--- src/rcle_pkg.sv ---
`timescale 1ns / 1ps
`default_nettype none
// ----------------------------------------------------------------------------
// Rotor cipher letter engine package
// Shared types, rotor and reflector tables, mod-26 helpers.
// ----------------------------------------------------------------------------
package rcle_pkg;

	localparam int unsigned PIPE_STAGES = 7;

	localparam logic [4:0] LAST_LETTER = 5'd25;
	localparam logic [7:0] CHAR_A      = 8'h41;
	localparam logic [7:0] CHAR_Z      = 8'h5A;

	localparam logic [2:0] REG_ROTOR_ORDER = 3'd0;
	localparam logic [2:0] REG_RING        = 3'd1;
	localparam logic [2:0] REG_START       = 3'd2;
	localparam logic [2:0] REG_PLUG_LOW    = 3'd3;
	localparam logic [2:0] REG_PLUG_MID    = 3'd4;
	localparam logic [2:0] REG_PLUG_HIGH   = 3'd5;

	localparam logic [2:0] SLOT_LEFT   = 3'd0;
	localparam logic [2:0] SLOT_MIDDLE = 3'd1;
	localparam logic [2:0] SLOT_RIGHT  = 3'd2;

	typedef logic [4:0][25:0][4:0] wire_tab_t;
	typedef logic [25:0][4:0]      plug_tab_t;

	typedef enum logic [1:0] {
		ITEM_PASS,
		ITEM_LETTER,
		ITEM_REWIND
	} item_kind_t;

	typedef struct packed {
		logic [2:0][2:0] kind;   // normalised rotor kind 0..4, slot 0 left
		logic [2:0][4:0] ring;   // ring offset 0..25
		logic [2:0][4:0] start;  // start position 0..25
		plug_tab_t       plug;   // raw partner per letter
	} cfg_t;

	typedef struct packed {
		item_kind_t      kind;
		logic [7:0]      raw;
		logic [4:0]      sym;
		logic [2:0][4:0] pos;
	} item_t;

	localparam logic [4:0][207:0] WIRE_STR = {
		"VZBRGITYUPSDNHLXAWMJQOFECK",
		"ESOVPZJAYQUIRHXLNFTGKDCMWB",
		"BDFHJLCPRTXVZNYEIWGAKMUSQO",
		"AJDKSIRUXBLHWTMCQGZNPYFVOE",
		"EKMFLGDQVZNTOWYHXUSPAIBRCJ"
	};
	localparam logic [207:0] REFL_STR = "YRUHQSLDPXNGOKMIEBFZCWVJAT";

	// notches Q E V J Z
	localparam logic [4:0][4:0] NOTCH = {5'd25, 5'd9, 5'd21, 5'd4, 5'd16};

	function automatic wire_tab_t build_fwd();
		wire_tab_t t;
		int k;
		int i;
		t = '0;
		for (k = 0; k < 5; k++) begin
			for (i = 0; i < 26; i++) begin
				t[k][i] = 5'(WIRE_STR[k][8*(25-i) +: 8] - CHAR_A);
			end
		end
		return t;
	endfunction

	function automatic wire_tab_t build_inv();
		wire_tab_t f;
		wire_tab_t t;
		int k;
		int i;
		f = build_fwd();
		t = '0;
		for (k = 0; k < 5; k++) begin
			for (i = 0; i < 26; i++) begin
				t[k][f[k][i]] = 5'(i);
			end
		end
		return t;
	endfunction

	function automatic plug_tab_t build_refl();
		plug_tab_t t;
		int i;
		t = '0;
		for (i = 0; i < 26; i++) begin
			t[i] = 5'(REFL_STR[8*(25-i) +: 8] - CHAR_A);
		end
		return t;
	endfunction

	localparam wire_tab_t FWD_TAB  = build_fwd();
	localparam wire_tab_t INV_TAB  = build_inv();
	localparam plug_tab_t REFL_TAB = build_refl();

	function automatic logic [4:0] fix26(input logic [4:0] v);
		return (v > LAST_LETTER) ? 5'(v - 5'd26) : v;
	endfunction

	function automatic logic [4:0] add26(input logic [4:0] a, input logic [4:0] b);
		logic [5:0] s;
		s = {1'b0, a} + {1'b0, b};
		return (s > {1'b0, LAST_LETTER}) ? 5'(s - 6'd26) : s[4:0];
	endfunction

	function automatic logic [4:0] sub26(input logic [4:0] a, input logic [4:0] b);
		return (a >= b) ? 5'(a - b) : 5'(a + 5'd26 - b);
	endfunction

	function automatic logic [4:0] inc26(input logic [4:0] p);
		return (p == LAST_LETTER) ? 5'd0 : 5'(p + 5'd1);
	endfunction

	function automatic logic [4:0] rotor_fwd(input logic [4:0] sym, input logic [4:0] pos,
			input logic [4:0] ring, input logic [2:0] kind);
		logic [4:0] sh;
		sh = sub26(pos, ring);
		return sub26(FWD_TAB[kind][add26(sym, sh)], sh);
	endfunction

	function automatic logic [4:0] rotor_bwd(input logic [4:0] sym, input logic [4:0] pos,
			input logic [4:0] ring, input logic [2:0] kind);
		logic [4:0] sh;
		sh = sub26(pos, ring);
		return sub26(INV_TAB[kind][add26(sym, sh)], sh);
	endfunction

	function automatic logic [4:0] plug_pass(input logic [4:0] sym, input plug_tab_t pm);
		logic [4:0] p;
		p = pm[sym];
		return (p > LAST_LETTER) ? sym : p;
	endfunction

endpackage
`default_nettype wire

--- src/rotor_cipher_letter_engine.sv ---
`timescale 1ns / 1ps
`default_nettype none
// ----------------------------------------------------------------------------
// Rotor cipher letter engine
// Three-rotor letter cipher with reflector B, plugboard and rewind.
// ----------------------------------------------------------------------------
// Path: a request accepted is written to the queue, then passes the seven
//   cipher stages before its result shows on m_tvalid.
// Throughput: one request per cycle while the queue is not full; the rotor
//   stepping is one mod-26 update per accepted request in the front part.
// Reset: arst_n clears rotor positions, queue and pipeline valids; registers
//   return to rotor order 80 and zero elsewhere.
module rotor_cipher_letter_engine #(
	parameter int unsigned FIFO_DEPTH = 2
) (
	input  wire         clk,
	input  wire         arst_n,
	input  wire         s_tvalid,
	output logic        s_tready,
	input  wire  [7:0]  s_tdata,   // [7:0] in_byte
	input  wire  [0:0]  s_tuser,   // [0] op
	output logic        m_tvalid,
	input  wire         m_tready,
	output logic [23:0] m_tdata,   // [7:0] out_byte, [12:8] left_pos,
	                               // [17:13] middle_pos, [22:18] right_pos, [23] zero
	input  wire         cfg_we,
	input  wire  [2:0]  cfg_index,
	input  wire  [59:0] cfg_data
);
	import rcle_pkg::*;

	logic [8:0]      rotor_order_q;
	logic [14:0]     ring_q;
	logic [14:0]     start_q;
	logic [59:0]     plug_low_q;
	logic [59:0]     plug_mid_q;
	logic [9:0]      plug_high_q;
	cfg_t            cfg;
	logic            push;
	item_t           push_item;
	logic            fifo_full;
	logic            pop_valid;
	logic            pop;
	item_t           pop_item;
	logic [7:0]      out_byte;
	logic [2:0][4:0] out_pos;

	always_ff @(posedge clk or negedge arst_n) begin
		if (!arst_n) begin
			rotor_order_q <= 9'd80;
			ring_q        <= '0;
			start_q       <= '0;
			plug_low_q    <= '0;
			plug_mid_q    <= '0;
			plug_high_q   <= '0;
		end else if (cfg_we) begin
			case (cfg_index)
				REG_ROTOR_ORDER: rotor_order_q <= cfg_data[8:0];
				REG_RING:        ring_q        <= cfg_data[14:0];
				REG_START:       start_q       <= cfg_data[14:0];
				REG_PLUG_LOW:    plug_low_q    <= cfg_data;
				REG_PLUG_MID:    plug_mid_q    <= cfg_data;
				REG_PLUG_HIGH:   plug_high_q   <= cfg_data[9:0];
				default:         ;
			endcase
		end
	end

	always_comb begin
		for (int s = 0; s < 3; s++) begin
			cfg.kind[s]  = (rotor_order_q[3*s +: 3] > 3'd4) ? 3'd0 : rotor_order_q[3*s +: 3];
			cfg.ring[s]  = fix26(ring_q[5*s +: 5]);
			cfg.start[s] = fix26(start_q[5*s +: 5]);
		end
		for (int i = 0; i < 12; i++) begin
			cfg.plug[i]      = plug_low_q[5*i +: 5];
			cfg.plug[12 + i] = plug_mid_q[5*i +: 5];
		end
		cfg.plug[24] = plug_high_q[4:0];
		cfg.plug[25] = plug_high_q[9:5];
	end

	rcle_front u_front (
		.clk       (clk),
		.arst_n    (arst_n),
		.cfg       (cfg),
		.in_valid  (s_tvalid),
		.in_ready  (s_tready),
		.in_op     (s_tuser[0]),
		.in_byte   (s_tdata),
		.full      (fifo_full),
		.push      (push),
		.push_item (push_item)
	);

	rcle_fifo #(
		.DEPTH (FIFO_DEPTH)
	) u_fifo (
		.clk       (clk),
		.arst_n    (arst_n),
		.push      (push),
		.push_item (push_item),
		.full      (fifo_full),
		.pop_valid (pop_valid),
		.pop       (pop),
		.pop_item  (pop_item)
	);

	rcle_back u_back (
		.clk       (clk),
		.arst_n    (arst_n),
		.cfg       (cfg),
		.in_valid  (pop_valid),
		.in_ready  (pop),
		.in_item   (pop_item),
		.out_valid (m_tvalid),
		.out_ready (m_tready),
		.out_byte  (out_byte),
		.out_pos   (out_pos)
	);

	assign m_tdata = {1'b0, out_pos[SLOT_RIGHT], out_pos[SLOT_MIDDLE], out_pos[SLOT_LEFT],
		out_byte};

`ifndef SYNTHESIS
	a_no_push_when_full: assert property (@(posedge clk) disable iff (!arst_n)
		push |-> !fifo_full)
		else $error("queue written while full");

	a_rewind_loads_start: assert property (@(posedge clk) disable iff (!arst_n)
		(push && push_item.kind == ITEM_REWIND) |-> (push_item.pos == cfg.start))
		else $error("rewind did not load start positions");

	a_out_pos_range: assert property (@(posedge clk) disable iff (!arst_n)
		m_tvalid |-> (out_pos[SLOT_LEFT] < 5'd26 && out_pos[SLOT_MIDDLE] < 5'd26
			&& out_pos[SLOT_RIGHT] < 5'd26))
		else $error("rotor position out of range");
`endif

endmodule
`default_nettype wire

--- src/rcle_fifo.sv ---
`timescale 1ns / 1ps
`default_nettype none
// ----------------------------------------------------------------------------
// Request queue
// Short first-in first-out queue between the front and back parts.
// ----------------------------------------------------------------------------
module rcle_fifo #(
	parameter int unsigned DEPTH = 2
) (
	input  wire             clk,
	input  wire             arst_n,
	input  wire             push,
	input  rcle_pkg::item_t push_item,
	output logic            full,
	output logic            pop_valid,
	input  wire             pop,
	output rcle_pkg::item_t pop_item
);
	import rcle_pkg::*;

	localparam int unsigned PTR_W = $clog2(DEPTH);
	localparam int unsigned CNT_W = $clog2(DEPTH + 1);

	item_t            slot_q [DEPTH];
	logic [PTR_W-1:0] wr_ptr_q;
	logic [PTR_W-1:0] rd_ptr_q;
	logic [CNT_W-1:0] cnt_q;
	logic             do_pop;

	function automatic logic [PTR_W-1:0] next_ptr(input logic [PTR_W-1:0] p);
		return (p == PTR_W'(DEPTH - 1)) ? '0 : PTR_W'(p + 1'b1);
	endfunction

	assign full      = (cnt_q == CNT_W'(DEPTH));
	assign pop_valid = (cnt_q != '0);
	assign do_pop    = pop && pop_valid;
	assign pop_item  = slot_q[rd_ptr_q];

	always_ff @(posedge clk or negedge arst_n) begin
		if (!arst_n) begin
			wr_ptr_q <= '0;
			rd_ptr_q <= '0;
			cnt_q    <= '0;
		end else begin
			if (push) wr_ptr_q <= next_ptr(wr_ptr_q);
			if (do_pop) rd_ptr_q <= next_ptr(rd_ptr_q);
			if (push && !do_pop) cnt_q <= CNT_W'(cnt_q + 1'b1);
			else if (do_pop && !push) cnt_q <= CNT_W'(cnt_q - 1'b1);
		end
	end

	always_ff @(posedge clk) begin
		if (push) slot_q[wr_ptr_q] <= push_item;
	end

endmodule
`default_nettype wire

--- src/rcle_front.sv ---
`timescale 1ns / 1ps
`default_nettype none
// ----------------------------------------------------------------------------
// Front part
// Accept requests, classify them and step or rewind the rotor positions.
// ----------------------------------------------------------------------------
module rcle_front (
	input  wire             clk,
	input  wire             arst_n,
	input  rcle_pkg::cfg_t  cfg,
	input  wire             in_valid,
	output logic            in_ready,
	input  wire             in_op,
	input  wire  [7:0]      in_byte,
	input  wire             full,
	output logic            push,
	output rcle_pkg::item_t push_item
);
	import rcle_pkg::*;

	logic [2:0][4:0] pos_q;
	logic [2:0][4:0] stepped;
	logic            is_letter;
	logic            mid_notch;
	logic            right_notch;

	assign in_ready  = !full;
	assign push      = in_valid && !full;
	assign is_letter = (in_byte >= CHAR_A) && (in_byte <= CHAR_Z);

	assign mid_notch   = (pos_q[SLOT_MIDDLE] == NOTCH[cfg.kind[SLOT_MIDDLE]]);
	assign right_notch = (pos_q[SLOT_RIGHT] == NOTCH[cfg.kind[SLOT_RIGHT]]);

	always_comb begin
		stepped             = pos_q;
		stepped[SLOT_RIGHT] = inc26(pos_q[SLOT_RIGHT]);
		if (mid_notch) begin
			stepped[SLOT_LEFT]   = inc26(pos_q[SLOT_LEFT]);
			stepped[SLOT_MIDDLE] = inc26(pos_q[SLOT_MIDDLE]);
		end else if (right_notch) begin
			stepped[SLOT_MIDDLE] = inc26(pos_q[SLOT_MIDDLE]);
		end
	end

	always_comb begin
		push_item.raw = in_byte;
		push_item.sym = 5'(in_byte - CHAR_A);
		if (in_op) begin
			push_item.kind = ITEM_REWIND;
			push_item.pos  = cfg.start;
		end else if (is_letter) begin
			push_item.kind = ITEM_LETTER;
			push_item.pos  = stepped;
		end else begin
			push_item.kind = ITEM_PASS;
			push_item.pos  = pos_q;
		end
	end

	always_ff @(posedge clk or negedge arst_n) begin
		if (!arst_n) begin
			pos_q <= '0;
		end else if (push) begin
			pos_q <= push_item.pos;
		end
	end

endmodule
`default_nettype wire

--- src/rcle_back.sv ---
`timescale 1ns / 1ps
`default_nettype none
// ----------------------------------------------------------------------------
// Back part
// Seven-stage cipher pipeline: plugboard, rotors in, reflector, rotors out,
// plugboard, with per-stage stall.
// ----------------------------------------------------------------------------
module rcle_back (
	input  wire             clk,
	input  wire             arst_n,
	input  rcle_pkg::cfg_t  cfg,
	input  wire             in_valid,
	output logic            in_ready,
	input  rcle_pkg::item_t in_item,
	output logic            out_valid,
	input  wire             out_ready,
	output logic [7:0]      out_byte,
	output logic [2:0][4:0] out_pos
);
	import rcle_pkg::*;

	localparam int unsigned LAST = PIPE_STAGES - 1;

	item_t      rec_q   [PIPE_STAGES];
	logic       vld_q   [PIPE_STAGES];
	logic       rdy     [PIPE_STAGES+1];
	item_t      stg_in  [PIPE_STAGES];
	item_t      stg_out [PIPE_STAGES];
	logic       stg_vld [PIPE_STAGES];
	logic [4:0] stg_sym [PIPE_STAGES];

	assign rdy[PIPE_STAGES] = out_ready;
	assign in_ready         = rdy[0];

	for (genvar k = 0; k < PIPE_STAGES; k++) begin : g_stg
		if (k == 0) begin : g_first
			assign stg_in[k]  = in_item;
			assign stg_vld[k] = in_valid;
		end else begin : g_next
			assign stg_in[k]  = rec_q[k-1];
			assign stg_vld[k] = vld_q[k-1];
		end

		assign rdy[k] = !vld_q[k] || rdy[k+1];

		if (k == 0) begin : g_plug_in
			assign stg_sym[k] = plug_pass(stg_in[k].sym, cfg.plug);
		end else if (k == 1) begin : g_fwd_right
			assign stg_sym[k] = rotor_fwd(stg_in[k].sym, stg_in[k].pos[SLOT_RIGHT],
				cfg.ring[SLOT_RIGHT], cfg.kind[SLOT_RIGHT]);
		end else if (k == 2) begin : g_fwd_mid
			assign stg_sym[k] = rotor_fwd(stg_in[k].sym, stg_in[k].pos[SLOT_MIDDLE],
				cfg.ring[SLOT_MIDDLE], cfg.kind[SLOT_MIDDLE]);
		end else if (k == 3) begin : g_fwd_left
			assign stg_sym[k] = REFL_TAB[rotor_fwd(stg_in[k].sym, stg_in[k].pos[SLOT_LEFT],
				cfg.ring[SLOT_LEFT], cfg.kind[SLOT_LEFT])];
		end else if (k == 4) begin : g_bwd_left
			assign stg_sym[k] = rotor_bwd(stg_in[k].sym, stg_in[k].pos[SLOT_LEFT],
				cfg.ring[SLOT_LEFT], cfg.kind[SLOT_LEFT]);
		end else if (k == 5) begin : g_bwd_mid
			assign stg_sym[k] = rotor_bwd(stg_in[k].sym, stg_in[k].pos[SLOT_MIDDLE],
				cfg.ring[SLOT_MIDDLE], cfg.kind[SLOT_MIDDLE]);
		end else begin : g_bwd_right
			assign stg_sym[k] = plug_pass(rotor_bwd(stg_in[k].sym, stg_in[k].pos[SLOT_RIGHT],
				cfg.ring[SLOT_RIGHT], cfg.kind[SLOT_RIGHT]), cfg.plug);
		end

		assign stg_out[k] = '{kind: stg_in[k].kind, raw: stg_in[k].raw, sym: stg_sym[k],
			pos: stg_in[k].pos};

		always_ff @(posedge clk or negedge arst_n) begin
			if (!arst_n) begin
				vld_q[k] <= 1'b0;
			end else if (rdy[k]) begin
				vld_q[k] <= stg_vld[k];
			end
		end

		always_ff @(posedge clk) begin
			if (rdy[k] && stg_vld[k]) begin
				rec_q[k] <= stg_out[k];
			end
		end
	end

	assign out_valid = vld_q[LAST];
	assign out_pos   = rec_q[LAST].pos;

	always_comb begin
		case (rec_q[LAST].kind)
			ITEM_LETTER: out_byte = CHAR_A + {3'b000, rec_q[LAST].sym};
			ITEM_REWIND: out_byte = 8'h00;
			default:     out_byte = rec_q[LAST].raw;
		endcase
	end

endmodule
`default_nettype wire

--- config.mk ---
export PLATFORM = sky130hd
export DESIGN_NAME = rotor_cipher_letter_engine
export DESIGN_NICKNAME = d
export VERILOG_FILES = /design/src/rcle_pkg.sv /design/src/rotor_cipher_letter_engine.sv /design/src/rcle_fifo.sv /design/src/rcle_front.sv /design/src/rcle_back.sv
export SDC_FILE = /design/constraint.sdc
export NUM_CORES = 1
export LEC_CHECK = 0
export ABC_AREA = 1
export BUFFER_PORTS_ARGS = -buffer_cell sky130_fd_sc_hd__buf_2
export CAP_MARGIN = 15
export CORE_MARGIN = 2
export CORE_UTILIZATION = 38
export CTS_CLUSTER_SIZE = 12
export DETAILED_ROUTE_END_ITERATION = 8
export MAX_ROUTING_LAYER = met4
export SETUP_SLACK_MARGIN = 0.5
export SYNTH_ARGS = -nofsm -noshare
export SYNTH_HDL_FRONTEND = slang
export SYNTH_HIERARCHICAL = 1
export SYNTH_SLANG_ARGS = --single-unit
--- constraint.sdc ---
create_clock -name clk -period 15.2 [get_ports clk]
set_input_delay 1.52 -clock clk [delete_from_list [all_inputs] [get_ports clk]]
set_output_delay 1.52 -clock clk [all_outputs]
set_load 0.02 [all_outputs]
==> results.md, run 1 <==
- Status: completed
- Max Clk Rate: 110.1 MHz
- First DRT Iteration DRCs: 3011
- Core Area: 0.09029 mm²
- Fin nets: 4956
- Synth cell types: 62
- Hold Path End: u_back/rec_q[5][1]$_DFFE_PP_
- Async S/R FF share, synth: 0.4194
- DR WL/cell: 16.79 µm
- WHS Path Cells: 0
- Endpoints failing setup: 0
- Synthesized Nets: 4966
- TritonCTS Sinks: 465
- Die Wd: 306.2 µm
- Remaining global-route overflow: 0
- Via Count: 30460
- Global-route usage over all layers: 0.2103
- Critical Path RT: 15.53 ns
- Top_reg_cell synth: edfxtp_1
- Post-DP HPWL: 72.80 mm
- Final antenna-violating net count: 0
- Initial Util: 0.3844
- Slew Viols, Final: 0
- Tmin final: 9.082 ns
- Remaining DRCs: 0
- Max cap viols: 0
- Worst-Skew Late Latency: 0.61 ns
- Period utilization: 0.5975
- Clock Path Buffers: 3
- Yosys top cell by area: edfxtp_1
- Placer Congestion: 0.9916
- CTS H-tree depth: 2
- DRT Wirelength: 97.93 mm
- Ant diodes: 0
- R2R Path End: u_back/rec_q[6][15]$_DFFE_PP_
- Crit. Startpoint: ring_q[11]$_DFFE_PN0P_
- Die area: 0.09376 mm²
- Worst reg2reg path depth: 44
- Cell Rows: 110
- # IOs: 103
- Port Buf Inserts: 101
- # hold bufs at CTS: 0
- Reg-to-Reg Start: ring_q[11]$_DFFE_PN0P_
- Startpoint types: register
- Initial antenna violation count: 1
- First-pass GRT wire length: 155.8 mm
- Worst hold path type: register to register
- Worst Path Arrival: 9.42 ns
- Inserted Clock Buffers: 50
- CP Class: register to register
- Final Skew: 0.03740 ns
- Ys Warns: 6
- Filler cells: 9236
- Critical path endpoint category: register
- Final-report hold violation count: 0
- CTS tree: yes
- Worst-path clk slew: 0.07 ns
- Share of cells above drive strength 1: 0.07816
- Synth Instances: 4633
- DRT Pass-1 Iters: 7
- CP max-delay cell: nand2_1
- Slew @ Worst Pin: 1.156 ns
- Slowest cell delay on critical path: 0.73 ns
- Die Y: 306.2 µm
- Post-CTS Setup Repair Bufs: 0
- Cell mode on critical path: nand2_1
- Sequential area share after synthesis: 0.3743
- Setup TNS: 0 ns
- CP Max Fanout: 77
- Post_cts resized: 0
- Mean Syn Cell Area: 7.490 µm²
- Largest cells by area after synthesis: edfxtp_1 (23%), nand2_1 (15%), dfrtp_1 (14%), ha_1 (7.7%), nand3_1 (7.0%)
- Synth-to-Final Area Change: 7.903%
- Hold path startpoint: u_back/rec_q[4][1]$_DFFE_PP_
- Largest net degree at the start of global routing: 82
- Synthesized flop and latch total: 465
- Yosys top cell area share: 0.2336
- Root Driver: clkbuf_16
- Vias in the first global route: 28400
- Cell area after synthesis: 0.03470 mm²
- RSZ-0062 raised after global routing: no
- Avg Vias per Cell: 5.223
- Post-synth EDFFs: 270
- Reg2Reg Setup Slack: 6.12 ns
- Slew margin rel.: 0.2273
## cell usage after synthesis, drive strengths merged (28+ instances only)
library cell,instances
fa,42
dfrtp,193
nor3,32
nand4,33
nand3,491
xnor2,28
o21ai,481
ha,214
edfxtp,270
nand2,1374
a21oi,124
o211ai,45
clkbuf,69
nor2,349
xor2,61
buf,125
inv,561
## kinds of logic after synthesis
kind of cell    after synthesis  share of synthesized area
xor+xnor                     89                    0.02311
fa+ha+maj                   256                     0.1014
flops                       465                     0.3743
simple gates               2314                     0.2794
mux                           2                  0.0005769
compound gates              744                     0.1269
buf+inv                     762                    0.09414
other cells                   1                  0.0001081
## worst max-delay path by stage
| stage | end | slack, ns |
|---|---|---|
| finish | u_back/rec_q[6][15]$_DFFE_PP_ | 6.12 |
| global route | u_back/rec_q[6][15]$_DFFE_PP_ | 5.04 |
| CTS | u_back/rec_q[6][15]$_DFFE_PP_ | 6.15 |
| detailed placement | u_back/rec_q[6][15]$_DFFE_PP_ | 6.16 |
| global placement | u_back/rec_q[6][15]$_DFFE_PP_ | 6.36 |
| floorplan | u_back/rec_q[6][15]$_DFFE_PP_ | 8.25 |
## sequential cells by signal (all words and copies together) (netlist names)
signal,flops
plug_high_q,10
plug_low_q,60
plug_mid_q,60
ring_q,15
rotor_order_q,9
start_q,15
u_back/out_valid,1
u_back/rec_q,210
u_back/stg_vld,6
u_fifo/cnt_q,2
u_fifo/rd_ptr_q,1
u_fifo/slot_q,60
u_fifo/wr_ptr_q,1
u_front/pos_q,15
## through the flow
stage          cells    util  area [µm²]  hold WS, ns  setup slack, ns
2_1_floorplan   4633       -       34700       0.4003            8.253
3_3_place_gp    5747  0.3970       35840       0.4008            6.362
3_5_place_dp    5747  0.3970       35840       0.4045            6.161
4_1_cts         5833  0.4147       37450       0.4000            6.149
5_1_grt         5833  0.4147       37450       0.4113            5.041
6_report        5833  0.4147       37450       0.4082            6.118
## layout make-up
class	count	area (µm²)	share of cell area
Clock buffer	73	1420	0.03792
Clock inverter	13	186.4	0.004979
Inverter	568	2135	0.05700
Multi-Input combinational cell	3406	18500	0.4940
Sequential cell	465	12990	0.3469
Tap cell	1176	1471	0.03929
Timing Repair Buffer	132	747.0	0.01995
## layer usage
metal | vias up | share of wire | GRT usage
met3 | 145 | 0.058 | 0.02129
met2 | 1015 | 0.46 | 0.3347
met1 | 14170 | 0.46 | 0.2870
met5 | - | 0 | -
met4 | 0 | 0.024 | 0.05518
li1 | 15130 | - | -
## cells in the final DEF, fill, tap and decap left out, drive strengths merged, types with 124 or more instances in the layout
| master | n |
|---|---|
| a21oi | 124 |
| buf | 131 |
| dfrtp | 193 |
| edfxtp | 270 |
| ha | 214 |
| inv | 563 |
| nand2 | 1374 |
| nand3 | 491 |
| nor2 | 349 |
| o21ai | 481 |
## critical path, delay by kind of cell, from the launching register on
kind,cells,cell delay (ns)
compound gates,5,1.19
xor+xnor,3,1.17
fa+ha+maj,4,1.03
buf+inv,4,1.00
flops,1,0.40
simple gates,28,4.01
Power of run 1 is left out: the tool's default activity adds up to more than one toggle a clock period on the data nets, which glitch-free logic cannot reach.
==> run 2: changes to the inputs <==
Clock period 15.2 ns to 8.2 ns, I/O delays scaled along.
==> run 2 against run 1 <==
  * Register-to-register slack worse by 5.1 ns
  * Cell area increased by 2.1%
  * Clock skew rose by 0.031 ns
  * Die area stayed put
  * Sequential share of layout area is 0.72 points lower
  * Worst hold slack lost 0.22 ns
  * Critical path depth increased by 3
  * Flip-flop and latch count did not move
  * Critical path type unchanged
==> results.md, run 2 (synthesis gave the netlist of run 1 again) <==
- DRT Pass-1 Iters: 6 (-1)
- Placer Congestion: 0.9808 (-1.1%)
- First DRT Iteration DRCs: 3013 (+0.066%)
- Clock Path Buffers: 3 (unchanged)
- RSZ-0062 raised after global routing: no
- Die area: 0.09376 mm² (unchanged)
- Initial Util: 0.3844 (unchanged)
- First-pass GRT wire length: 158.5 mm (+1.8%)
- Worst hold path type: input port to async pin
- Initial antenna violation count: 2 (+1)
- Cell mode on critical path: nand2_1
- Critical Path RT: 8.52 ns (-7.01 ns)
- Setup TNS: 0 ns (unchanged)
- Slew margin rel.: 0.3048 (+0.07743)
- Status: completed
- CP Max Fanout: 17 (-78%)
- Synth-to-Final Area Change: 10.19%
- Reg-to-Reg Start: ring_q[12]$_DFFE_PN0P_
- Vias in the first global route: 28790 (+1.4%)
- TritonCTS Sinks: 465 (unchanged)
- Cell Rows: 110 (unchanged)
- Commonest non-fill, non-tap cell in the layout: nand2_1
- Root Driver: clkbuf_16
- Avg Vias per Cell: 5.258 (+0.67%)
- Worst Path Arrival: 7.48 ns (-1.94 ns)
- Die Wd: 306.2 µm (unchanged)
- Max reg flops: 210 (unchanged)
- CP max-delay cell: fa_1
- Slew @ Worst Pin: 1.043 ns (-0.1134 ns)
- Endpoints failing setup: 0 (unchanged)
- CTS H-tree depth: 2 (unchanged)
- Remaining DRCs: 0 (unchanged)
- Filler cells: 9199 (-0.40%)
- Remaining global-route overflow: 0 (unchanged)
- Post-DP HPWL: 73.60 mm (+1.1%)
- Final Util: 0.4235 (+0.008800)
- DRT Wirelength: 100.8 mm (+2.9%)
- Crit. Startpoint: ring_q[12]$_DFFE_PN0P_
- Top reg by flops: u_back/rec_q
- CP Class: register to register
- Core Area: 0.09029 mm² (unchanged)
- Worst-Skew Late Latency: 0.63 ns (+0.02 ns)
- # IOs: 103 (unchanged)
- Critical path endpoint category: register
- Via Count: 30980 (+1.7%)
- Largest net degree at the start of global routing: 87 (+6.1%)
- Slew Viols, Final: 0 (unchanged)
- Inserted Clock Buffers: 51 (+2.0%)
- Worst reg2reg path depth: 47 (+6.8%)
- Share of cells above drive strength 1: 0.1001 (+0.02192)
- Max cap viols: 0 (unchanged)
- Period utilization: 0.8723 (+0.2748)
- Worst-path clk slew: 0.06 ns (about the same)
- Ant diodes: 0 (unchanged)
- Final Skew: 0.06791 ns (+0.03052 ns)
- Global-route usage over all layers: 0.2152 (+0.004884)
- CTS tree: yes
- Port Buf Inserts: 101 (unchanged)
- Slowest cell delay on critical path: 0.43 ns (-0.30 ns)
- Final antenna-violating net count: 0 (unchanged)
- Max Clk Rate: 139.8 MHz (+27%)
- Final-report hold violation count: 0 (unchanged)
- Die Y: 306.2 µm (unchanged)
- Startpoint types: register
- Fin nets: 5008 (+1.0%)
- Commonest cells after routing, fill and taps aside: nand2_1 (1335), inv_1 (539), nand3_1 (481)
- Tmin final: 7.153 ns (-1.929 ns)
- DR WL/cell: 17.11 µm (+1.9%)
-- run 2: timing repair --
| item | CTS | global route |
|---|---|---|
| hold buffers | 0 | 0 |
| gates cloned | 0 | 5 |
| pin swaps | 0 | 16 |
| buffers inserted | 0 | 23 |
| setup endpoints to repair | 9 | 18 |
| resized for setup | 11 | 65 |
-- run 2: path summary, 6_finish.rpt --
kind | endpoint | slack, ns
worst min register to register | u_back/rec_q[4][13]$_DFFE_PP_ | 0.38
worst max-delay path | u_back/rec_q[6][19]$_DFFE_PP_ | 1.05
worst min-delay path | u_fifo/cnt_q[0]$_DFFE_PN0P_ | 0.19
max in group asynchronous | plug_low_q[27]$_DFFE_PN0P_ | 6.52
min in group clk | u_back/rec_q[4][13]$_DFFE_PP_ | 0.38
worst max register to register | u_back/rec_q[6][19]$_DFFE_PP_ | 1.05
-- run 2: stage by stage --
| step | instances | worst slack, ns | area (µm²) | hold WS [ns] |
|---|---|---|---|---|
| detailed placement | 5768 | 0.2970 | 36000 | 0.4045 |
| global placement | 5768 | 0.3151 | 36000 | 0.4002 |
| floorplan | 4633 | 1.253 | 34700 | 0.4003 |
| CTS | 5862 | 0.5423 | 37670 | 0.2403 |
| finish | 5892 | 1.047 | 38240 | 0.1917 |
| global route | 5892 | 0.3875 | 38240 | 0.2572 |
-- run 2: per-layer routing --
metal / track usage / part of all wire / vias up
li1: - / - / 15280
met1: 0.2915 / 0.45 / 14370
met2: 0.3410 / 0.46 / 1130
met3: 0.02412 / 0.066 / 200
met4: 0.06145 / 0.027 / 0
met5: - / 0 / -
-- run 2: layout make-up --
cell class,instances,area [µm²],share of cell area
Multi-Input combinational cell,3410,18830,0.4924
Timing Repair Buffer,179,1190,0.03112
Clock inverter,17,145.1,0.003795
Sequential cell,465,12990,0.3397
Tap cell,1176,1471,0.03848
Clock buffer,77,1475,0.03858
Inverter,568,2140,0.05595
-- run 2: critical path, delay by kind of cell (launching register included) --
| kind | cells | cell delay (ns) |
|---|---|---|
| DFF | 1 | 0.41 |
| and+or+nand+nor | 23 | 2.31 |
| adders and majority gates | 8 | 2.16 |
| AOI/OAI and AO/OA | 4 | 0.53 |
| buffers and inverters | 9 | 0.84 |
| xor gates and xnor gates | 3 | 0.61 |
Power of run 2 is left out for the same reason.
